--- src/hw/rtl/slt_pkg.sv ---
// slt_pkg: shared constants, operation codes and types of the sorted list table.
// No dependencies; imported by every module of the block.
package slt_pkg;

	localparam int CAPACITY    = 16;
	localparam int VALUE_WIDTH = 32;
	localparam int IDX_W       = $clog2(CAPACITY);
	localparam int CNT_W       = $clog2(CAPACITY + 1);
	localparam int FIELD_W     = 5;

	localparam logic [1:0] OP_INSERT = 2'd0;
	localparam logic [1:0] OP_DELETE = 2'd1;
	localparam logic [1:0] OP_FIND   = 2'd2;

	typedef logic [VALUE_WIDTH-1:0] val_t;
	typedef logic [IDX_W-1:0]       idx_t;
	typedef logic [CNT_W-1:0]       cnt_t;

	typedef struct packed {
		logic lt;
		logic eq;
	} cmp_res_t;

endpackage

--- src/hw/rtl/sorted_list_table.sv ---
// sorted_list_table: top level, sequencer around the entry memory and compare unit.
// Depends on slt_pkg, slt_store and slt_cmp.
//
// Usage:
//   Input channel in_valid/in_ready carries operation and value; output channel
//   out_valid/out_ready returns position, table_full and entry_count, one result
//   per transaction. Entries are kept in ascending signed order in a 16-entry
//   single-port-read memory.
//   Each transaction is handled alone: a scan reads one entry per cycle through
//   the compare unit until the first hit, then insert or delete moves the
//   following entries one place, one entry per cycle, through the same read port.
//   An unused code or an insert into a full table goes straight to the result
//   without a scan. in_ready is high only while the sequencer is idle, from the
//   cycle after the result is loaded, so a new transaction is not taken before
//   the previous one has been loaded into the output register.
//   A finished result waits in the output register; a new transaction is taken
//   meanwhile, and its result is held back until the receiver takes the previous one.
//   Reset empties the table (count to zero) and clears the output register.
module sorted_list_table (
	input  logic                        clk,
	input  logic                        arst_n,
	input  logic                        in_valid,
	output logic                        in_ready,
	input  logic [1:0]                  operation,
	input  logic signed [31:0]          value,
	output logic                        out_valid,
	input  logic                        out_ready,
	output logic [slt_pkg::FIELD_W-1:0] position,
	output logic                        table_full,
	output logic [slt_pkg::FIELD_W-1:0] entry_count
);
	import slt_pkg::*;

	localparam logic [1:0] ST_IDLE  = 2'd0;
	localparam logic [1:0] ST_SCAN  = 2'd1;
	localparam logic [1:0] ST_SHIFT = 2'd2;
	localparam logic [1:0] ST_DONE  = 2'd3;

	logic [1:0]         state_q;
	logic [1:0]         op_q;
	val_t               key_q;
	cnt_t               count_q;
	cnt_t               scan_q;
	cnt_t               sh_q;
	cnt_t               idx_q;
	logic               found_q;
	logic               full_q;
	logic               rvld_s1;
	cnt_t               rtag_s1;
	logic               out_valid_q;
	logic [FIELD_W-1:0] position_q;
	logic               table_full_q;
	logic [FIELD_W-1:0] entry_count_q;

	logic     rd_en;
	idx_t     rd_addr;
	cnt_t     rd_tag;
	logic     wr_en;
	idx_t     wr_addr;
	val_t     wr_data;
	val_t     rd_data;
	cmp_res_t cmp;
	logic     hit;
	logic     is_ins;
	logic     out_load;

	slt_store u_store (
		.clk     (clk),
		.wr_en   (wr_en),
		.wr_addr (wr_addr),
		.wr_data (wr_data),
		.rd_en   (rd_en),
		.rd_addr (rd_addr),
		.rd_data (rd_data)
	);

	slt_cmp u_cmp (
		.entry (rd_data),
		.key   (key_q),
		.res   (cmp)
	);

	assign is_ins   = op_q == OP_INSERT;
	assign hit      = (state_q == ST_SCAN) && rvld_s1 && (is_ins ? !cmp.lt : cmp.eq);
	assign out_load = (state_q == ST_DONE) && (!out_valid_q || out_ready);

	always_comb begin
		rd_en   = 1'b0;
		rd_tag  = scan_q;
		wr_en   = 1'b0;
		wr_addr = '0;
		wr_data = rd_data;
		unique case (state_q)
			ST_SCAN: begin
				if (!hit && scan_q < count_q) begin
					rd_en = 1'b1;
				end
			end
			ST_SHIFT: begin
				if (is_ins) begin
					if (rvld_s1) begin
						wr_en   = 1'b1;
						wr_addr = idx_t'(rtag_s1 + 1'b1);
					end
					if (sh_q > idx_q) begin
						rd_en  = 1'b1;
						rd_tag = sh_q - 1'b1;
					end else if (!rvld_s1) begin
						wr_en   = 1'b1;
						wr_addr = idx_q[IDX_W-1:0];
						wr_data = key_q;
					end
				end else begin
					if (rvld_s1) begin
						wr_en   = 1'b1;
						wr_addr = idx_t'(rtag_s1 - 1'b1);
					end
					if (sh_q < count_q) begin
						rd_en  = 1'b1;
						rd_tag = sh_q;
					end
				end
			end
			ST_IDLE, ST_DONE: begin
			end
			default: begin
			end
		endcase
	end

	assign rd_addr = rd_tag[IDX_W-1:0];

	always_ff @(posedge clk or negedge arst_n) begin
		if (!arst_n) begin
			state_q <= ST_IDLE;
			op_q    <= OP_INSERT;
			key_q   <= '0;
			count_q <= '0;
			scan_q  <= '0;
			sh_q    <= '0;
			idx_q   <= '0;
			found_q <= 1'b0;
			full_q  <= 1'b0;
			rvld_s1 <= 1'b0;
			rtag_s1 <= '0;
		end else begin
			rvld_s1 <= rd_en;
			rtag_s1 <= rd_tag;
			unique case (state_q)
				ST_IDLE: begin
					if (in_valid) begin
						op_q    <= operation;
						key_q   <= val_t'(value);
						scan_q  <= '0;
						found_q <= 1'b0;
						full_q  <= 1'b0;
						if (operation == OP_INSERT && count_q == cnt_t'(CAPACITY)) begin
							full_q  <= 1'b1;
							state_q <= ST_DONE;
						end else if (operation == OP_INSERT || operation == OP_DELETE
								|| operation == OP_FIND) begin
							state_q <= ST_SCAN;
						end else begin
							state_q <= ST_DONE;
						end
					end
				end
				ST_SCAN: begin
					if (rd_en) begin
						scan_q <= scan_q + 1'b1;
					end
					if (hit) begin
						found_q <= 1'b1;
						idx_q   <= rtag_s1;
						sh_q    <= is_ins ? count_q : cnt_t'(rtag_s1 + 1'b1);
						state_q <= (op_q == OP_FIND) ? ST_DONE : ST_SHIFT;
					end else if (scan_q >= count_q && !rvld_s1) begin
						idx_q   <= count_q;
						sh_q    <= count_q;
						state_q <= is_ins ? ST_SHIFT : ST_DONE;
					end
				end
				ST_SHIFT: begin
					if (is_ins) begin
						if (sh_q > idx_q) begin
							sh_q <= sh_q - 1'b1;
						end else if (!rvld_s1) begin
							count_q <= count_q + 1'b1;
							state_q <= ST_DONE;
						end
					end else begin
						if (sh_q < count_q) begin
							sh_q <= sh_q + 1'b1;
						end else if (!rvld_s1) begin
							count_q <= count_q - 1'b1;
							state_q <= ST_DONE;
						end
					end
				end
				ST_DONE: begin
					if (out_load) begin
						state_q <= ST_IDLE;
					end
				end
				default: begin
					state_q <= ST_IDLE;
				end
			endcase
		end
	end

	always_ff @(posedge clk or negedge arst_n) begin
		if (!arst_n) begin
			out_valid_q   <= 1'b0;
			position_q    <= '0;
			table_full_q  <= 1'b0;
			entry_count_q <= '0;
		end else if (out_load) begin
			out_valid_q   <= 1'b1;
			position_q    <= (found_q && !is_ins) ? FIELD_W'(idx_q + 1'b1) : '0;
			table_full_q  <= full_q;
			entry_count_q <= FIELD_W'(count_q);
		end else if (out_ready) begin
			out_valid_q <= 1'b0;
		end
	end

	assign in_ready    = state_q == ST_IDLE;
	assign out_valid   = out_valid_q;
	assign position    = position_q;
	assign table_full  = table_full_q;
	assign entry_count = entry_count_q;

endmodule

--- src/hw/rtl/slt_store.sv ---
// slt_store: entry memory, one write port and one read port with registered data.
// Depends on slt_pkg.
module slt_store (
	input  logic          clk,
	input  logic          wr_en,
	input  slt_pkg::idx_t wr_addr,
	input  slt_pkg::val_t wr_data,
	input  logic          rd_en,
	input  slt_pkg::idx_t rd_addr,
	output slt_pkg::val_t rd_data
);
	import slt_pkg::*;

	val_t mem_q [CAPACITY];
	val_t rd_data_q;

	always_ff @(posedge clk) begin
		if (wr_en) begin
			mem_q[wr_addr] <= wr_data;
		end
		if (rd_en) begin
			rd_data_q <= mem_q[rd_addr];
		end
	end

	assign rd_data = rd_data_q;

endmodule

--- src/hw/rtl/slt_cmp.sv ---
// slt_cmp: shared signed compare unit, stored entry against the search key.
// Depends on slt_pkg.
module slt_cmp (
	input  slt_pkg::val_t    entry,
	input  slt_pkg::val_t    key,
	output slt_pkg::cmp_res_t res
);
	import slt_pkg::*;

	always_comb begin
		res.lt = $signed(entry) < $signed(key);
		res.eq = entry == key;
	end

endmodule

--- config.mk ---
export PLATFORM = sky130hd
export DESIGN_NAME = sorted_list_table
export DESIGN_NICKNAME = d
export VERILOG_FILES = /design/src/hw/rtl/slt_pkg.sv /design/src/hw/rtl/sorted_list_table.sv /design/src/hw/rtl/slt_store.sv /design/src/hw/rtl/slt_cmp.sv
export SDC_FILE = /design/constraint.sdc
export NUM_CORES = 1
export LEC_CHECK = 0
export ABC_AREA = 1
export BUFFER_PORTS_ARGS = -buffer_cell sky130_fd_sc_hd__buf_2
export CAP_MARGIN = 30
export CORE_AREA = 2 2 243 245
export CTS_BUF_LIST = sky130_fd_sc_hd__clkbuf_8
export DETAILED_ROUTE_END_ITERATION = 8
export DIE_AREA = 0 0 245 247
export GPL_TIMING_DRIVEN = 0
export PLACE_DENSITY = 0.65
export SETUP_SLACK_MARGIN = 0.05
export SLEW_MARGIN = 20
export SYNTH_ARGS = -nofsm -noshare
export SYNTH_HDL_FRONTEND = slang
export SYNTH_SLANG_ARGS = --single-unit
--- constraint.sdc ---
create_clock -name clk -period 5.3 [get_ports clk]
set_input_delay 1.06 -clock clk [delete_from_list [all_inputs] [get_ports clk]]
set_output_delay 1.06 -clock clk [all_outputs]
set_load 0.02 [all_outputs]
==> impl_summary.txt <==
----------------------------------------------------
[Status]
  Run status ... completed

[STA]
  Slew at the pin closest to its max-slew limit ... 1.04 ns
  Number of slew-limit violations in the final report ... 0
  Setup-failing EPs final ... 0
  Normalized max-slew margin ... 0.308
  Fin Clk Skew ... 0.0303 ns
  Final TNS setup ... 0 ns
  Portion of the clock cycle consumed by the worst path in the final layout ... 0.770
  RSZ-0062 raised after global routing ... false
  Fin. Hold Viols ... 0
  Post-layout minimum cycle time ... 4.08 ns
  Highest attainable clock frequency ... 245 MHz
  Final setup margin ... 1.22 ns

[Min path]
  Hold Crit Class ... in2async

[Floorplan]
  Die Wd ... 245 um
  Die area ... 0.0605 mm^2
  Starting density of the core ... 0.494
  Placement Rows ... 89
  Core region area ... 0.0582 mm^2
  Die boundary height ... 247 um
  I/O Pins ... 51

[CTS]
  Latest clock arrival within the worst-skew pair ... 0.73 ns
  Total number of H-tree levels ... 3
  Clock-pin slew of the registers on the worst-case setup and hold paths ... 0.06 ns
  Post-CTS Resized ... 0
  Clk root buf ... sky130_fd_sc_hd__clkbuf_8
  Deepest clock path buffer count ... 3
  Clock buffer count from CTS ... 101
  Post-CTS setup buffer count ... 0
  TritonCTS clock tree ... built
  Clk sinks ... 620
  Count of hold buffers inserted by post-cts repair ... 0

[GRT]
  Pin count of the biggest net entering global routing ... 47
  GRT Util Overall ... 0.285
  Vias in the first global route ... 20500
  Total grt overflow ... 0
  First-pass GRT wire length ... 125000 um
  Number of antenna violations at the first check in global routing ... 1

[Drt]
  Drc violations ... 0
  Antenna viol nets, final ... 0
  Overall via count from detail_route ... 21100
  Number of design-rule violations left by the first detailed-router iteration ... 2149
  Routed wirelength normalized by instance count ... 22.4 um
  Per-cell via count in the routed design ... 5.52
  Wire length after detailed routing ... 85500 um
  Detailed Routing Iterations Pass 1 ... 6

[Cells and area]
  Filler cell count ... 4969
  Most common library cell in the layout ignoring fill and taps ... sky130_fd_sc_hd__edfxtp_1
  Most frequent cells in the layout ... sky130_fd_sc_hd__edfxtp_1 (544), sky130_fd_sc_hd__nand3_1 (542), sky130_fd_sc_hd__nand2_1 (504), sky130_fd_sc_hd__inv_1 (474), sky130_fd_sc_hd__nand3b_1 (160)
  Fraction of final layout cells with drive strength greater than 1 ... 0.127
  Post-layout net count ... 3053
  P&R area growth vs syn ... 13.9%
  Final core utilization ... 0.562
  Post-route standard cell area excluding fillers ... 0.0327 mm^2

[Worst setup path]
  Setup crit start ... state_q[0]
  Signal arrival time at the worst endpoint ... 4.50 ns
  Worst setup slack for register-to-register paths ... 1.22 ns
  Largest stage delay on the critical path ... 0.70 ns
  Sequence of cells on the critical path ... inv_1 -> ha_1 -> buf_2 -> inv_2 -> nor2_1 -> nand3_1 -> clkbuf_1 -> o22ai_1 -> nand2_1 -> nor2_4 -> buf_16
  Startpoint class of the critical path ... flip-flop
  Worst path slowest cell ... sky130_fd_sc_hd__nor2_4
  Critical Path Fanout Max ... 18
  Type of element capturing the critical path ... flip-flop
  Crit path kind ... reg2reg
  Reg-to-reg startpoint ... state_q[0]
  Worst Path Required ... 5.72 ns

[Pwr]
  Lkg Pwr ... 0.0140 uW
  Design Power ... 22900 uW
  Pwr dens ... 699 mW/mm^2
  Maximum vdd drop ... 0.413 mV

[Yosys]
  Synth Instances ... 2756
  Sequential share of the synthesized area ... 0.634
  Top cell type by total area after synthesis ... sky130_fd_sc_hd__edfxtp_1
  Count of warnings emitted by yosys ... 0
  Distinct cell type count after synthesis ... 46
  Synthesized cell area ... 0.0288 mm^2
  EDFF count, synth ... 544
  Area share of the largest cell type after synthesis ... 0.568
  Post-synthesis net count ... 2854
  Primary flip-flop cell chosen by synthesis mapping ... sky130_fd_sc_hd__edfxtp_1
  FFs w/ async S/R, synth ... 0.123
  Synth top area cells ... sky130_fd_sc_hd__edfxtp_1 (57%), sky130_fd_sc_hd__nand3_1 (9.4%), sky130_fd_sc_hd__dfrtp_1 (6.6%)
  Average cell area after synthesis ... 10.4 um^2
  Post-synthesis register bit count ... 620

[Placement]
  Total of buffers placed on input and output ports ... 50
  Routability congestion estimate from global placement ... 0.868
  Setup Slack @ Placement ... 1.32 ns
  HPWL Detailed ... 59300 um
  Placed Area ... 0.0308 mm^2

[Run]
  Number of max-cap violations ... 0

----------------------------------------------------
-- worst max-delay path: cells and delay by family, from the launching register on --
family,cells,cell delay (ns)
simple gates,4,1.56
buf+inv,5,1.18
flops,1,0.41
compound gates,1,0.36
fa+ha+maj,1,0.26
-- cells in the mapped netlist, types with 3 or more instances --
library cell	n
sky130_fd_sc_hd__nand2_2	3
sky130_fd_sc_hd__buf_2	77
sky130_fd_sc_hd__nand3b_1	160
sky130_fd_sc_hd__o21ai_1	3
sky130_fd_sc_hd__a21oi_1	60
sky130_fd_sc_hd__clkbuf_1	41
sky130_fd_sc_hd__o21a_1	3
sky130_fd_sc_hd__nand2_1	504
sky130_fd_sc_hd__xnor2_1	3
sky130_fd_sc_hd__inv_2	7
sky130_fd_sc_hd__buf_1	7
sky130_fd_sc_hd__o21ai_0	66
sky130_fd_sc_hd__nor3_1	3
sky130_fd_sc_hd__edfxtp_1	544
sky130_fd_sc_hd__nand2_4	3
sky130_fd_sc_hd__nand4_1	4
sky130_fd_sc_hd__buf_6	11
sky130_fd_sc_hd__o211ai_1	11
sky130_fd_sc_hd__buf_4	11
sky130_fd_sc_hd__nor2_1	73
sky130_fd_sc_hd__nand3_1	542
sky130_fd_sc_hd__xor2_1	16
sky130_fd_sc_hd__dfrtp_1	76
sky130_fd_sc_hd__ha_1	59
sky130_fd_sc_hd__inv_1	443
-- routing by layer --
layer  up-vias  track usage  part of all wire
met5         -            0                 0
met4         0        0.131             0.040
met3       188       0.0539             0.090
met2      1003        0.472              0.48
met1     10200        0.363              0.39
li1       9715            -                 -
-- area by class of cell --
type,instances,area [um^2],area share
flip-flops and latches,620,18200,0.557
multi-input cells,1537,8240,0.252
inverters,452,1700,0.0519
clock buffers,110,1510,0.0462
well taps,773,967,0.0295
repair buffers,96,933,0.0285
plain buffers,147,772,0.0236
clock inverters,77,379,0.0116
diodes,3,7.51,0.000229
-- worst paths after layout --
kind,cells past startpoint,end
min in group clk,1,count_q[4]
worst max-delay path,11,u_store.mem_q[9][4]
worst max register to register,11,u_store.mem_q[9][4]
worst min-delay path,1,position[2]
max in group asynchronous,2,key_q[23]
worst min register to register,1,count_q[4]
-- cell families (layout without fill, tap and decap cells) --
group,after synthesis,count (layout),share of synthesized area
xor+xnor,19,19,0.00579
other cells,0,3,0
mux,1,1,0.000392
simple gates,1300,1300,0.217
buf+inv,599,882,0.0859
flops,620,620,0.634
compound gates,157,157,0.0301
fa+ha+maj,60,60,0.0264
-- power by group --
group	internal (uW)	switching (uW)	total [uW]
Clock	1970	1970	3950
Combinational	3310	8430	11700
Sequential	6890	304	7200
-- state kept, by name, summed over array words and instances, names as in the netlist --
register,cells
entry_count,5
sh_q,5
rtag_s1,5
key_q,32
state_q,2
full_q,1
count_q,5
out_valid,1
scan_q,5
op_q,2
found_q,1
u_store.rd_data,32
table_full,1
u_store.mem_q,512
position,5
rvld_s1,1
idx_q,5
-- stage by stage --
stage                     std cells  hold slack [ns]
after floorplan                2756            0.442
after global placement         3579            0.455
after detailed placement       3621            0.456
after CTS                      3808            0.275
after global routing           3814            0.307
final                          3815            0.294
No activity file was read; power rests on OpenSTA's default activity.
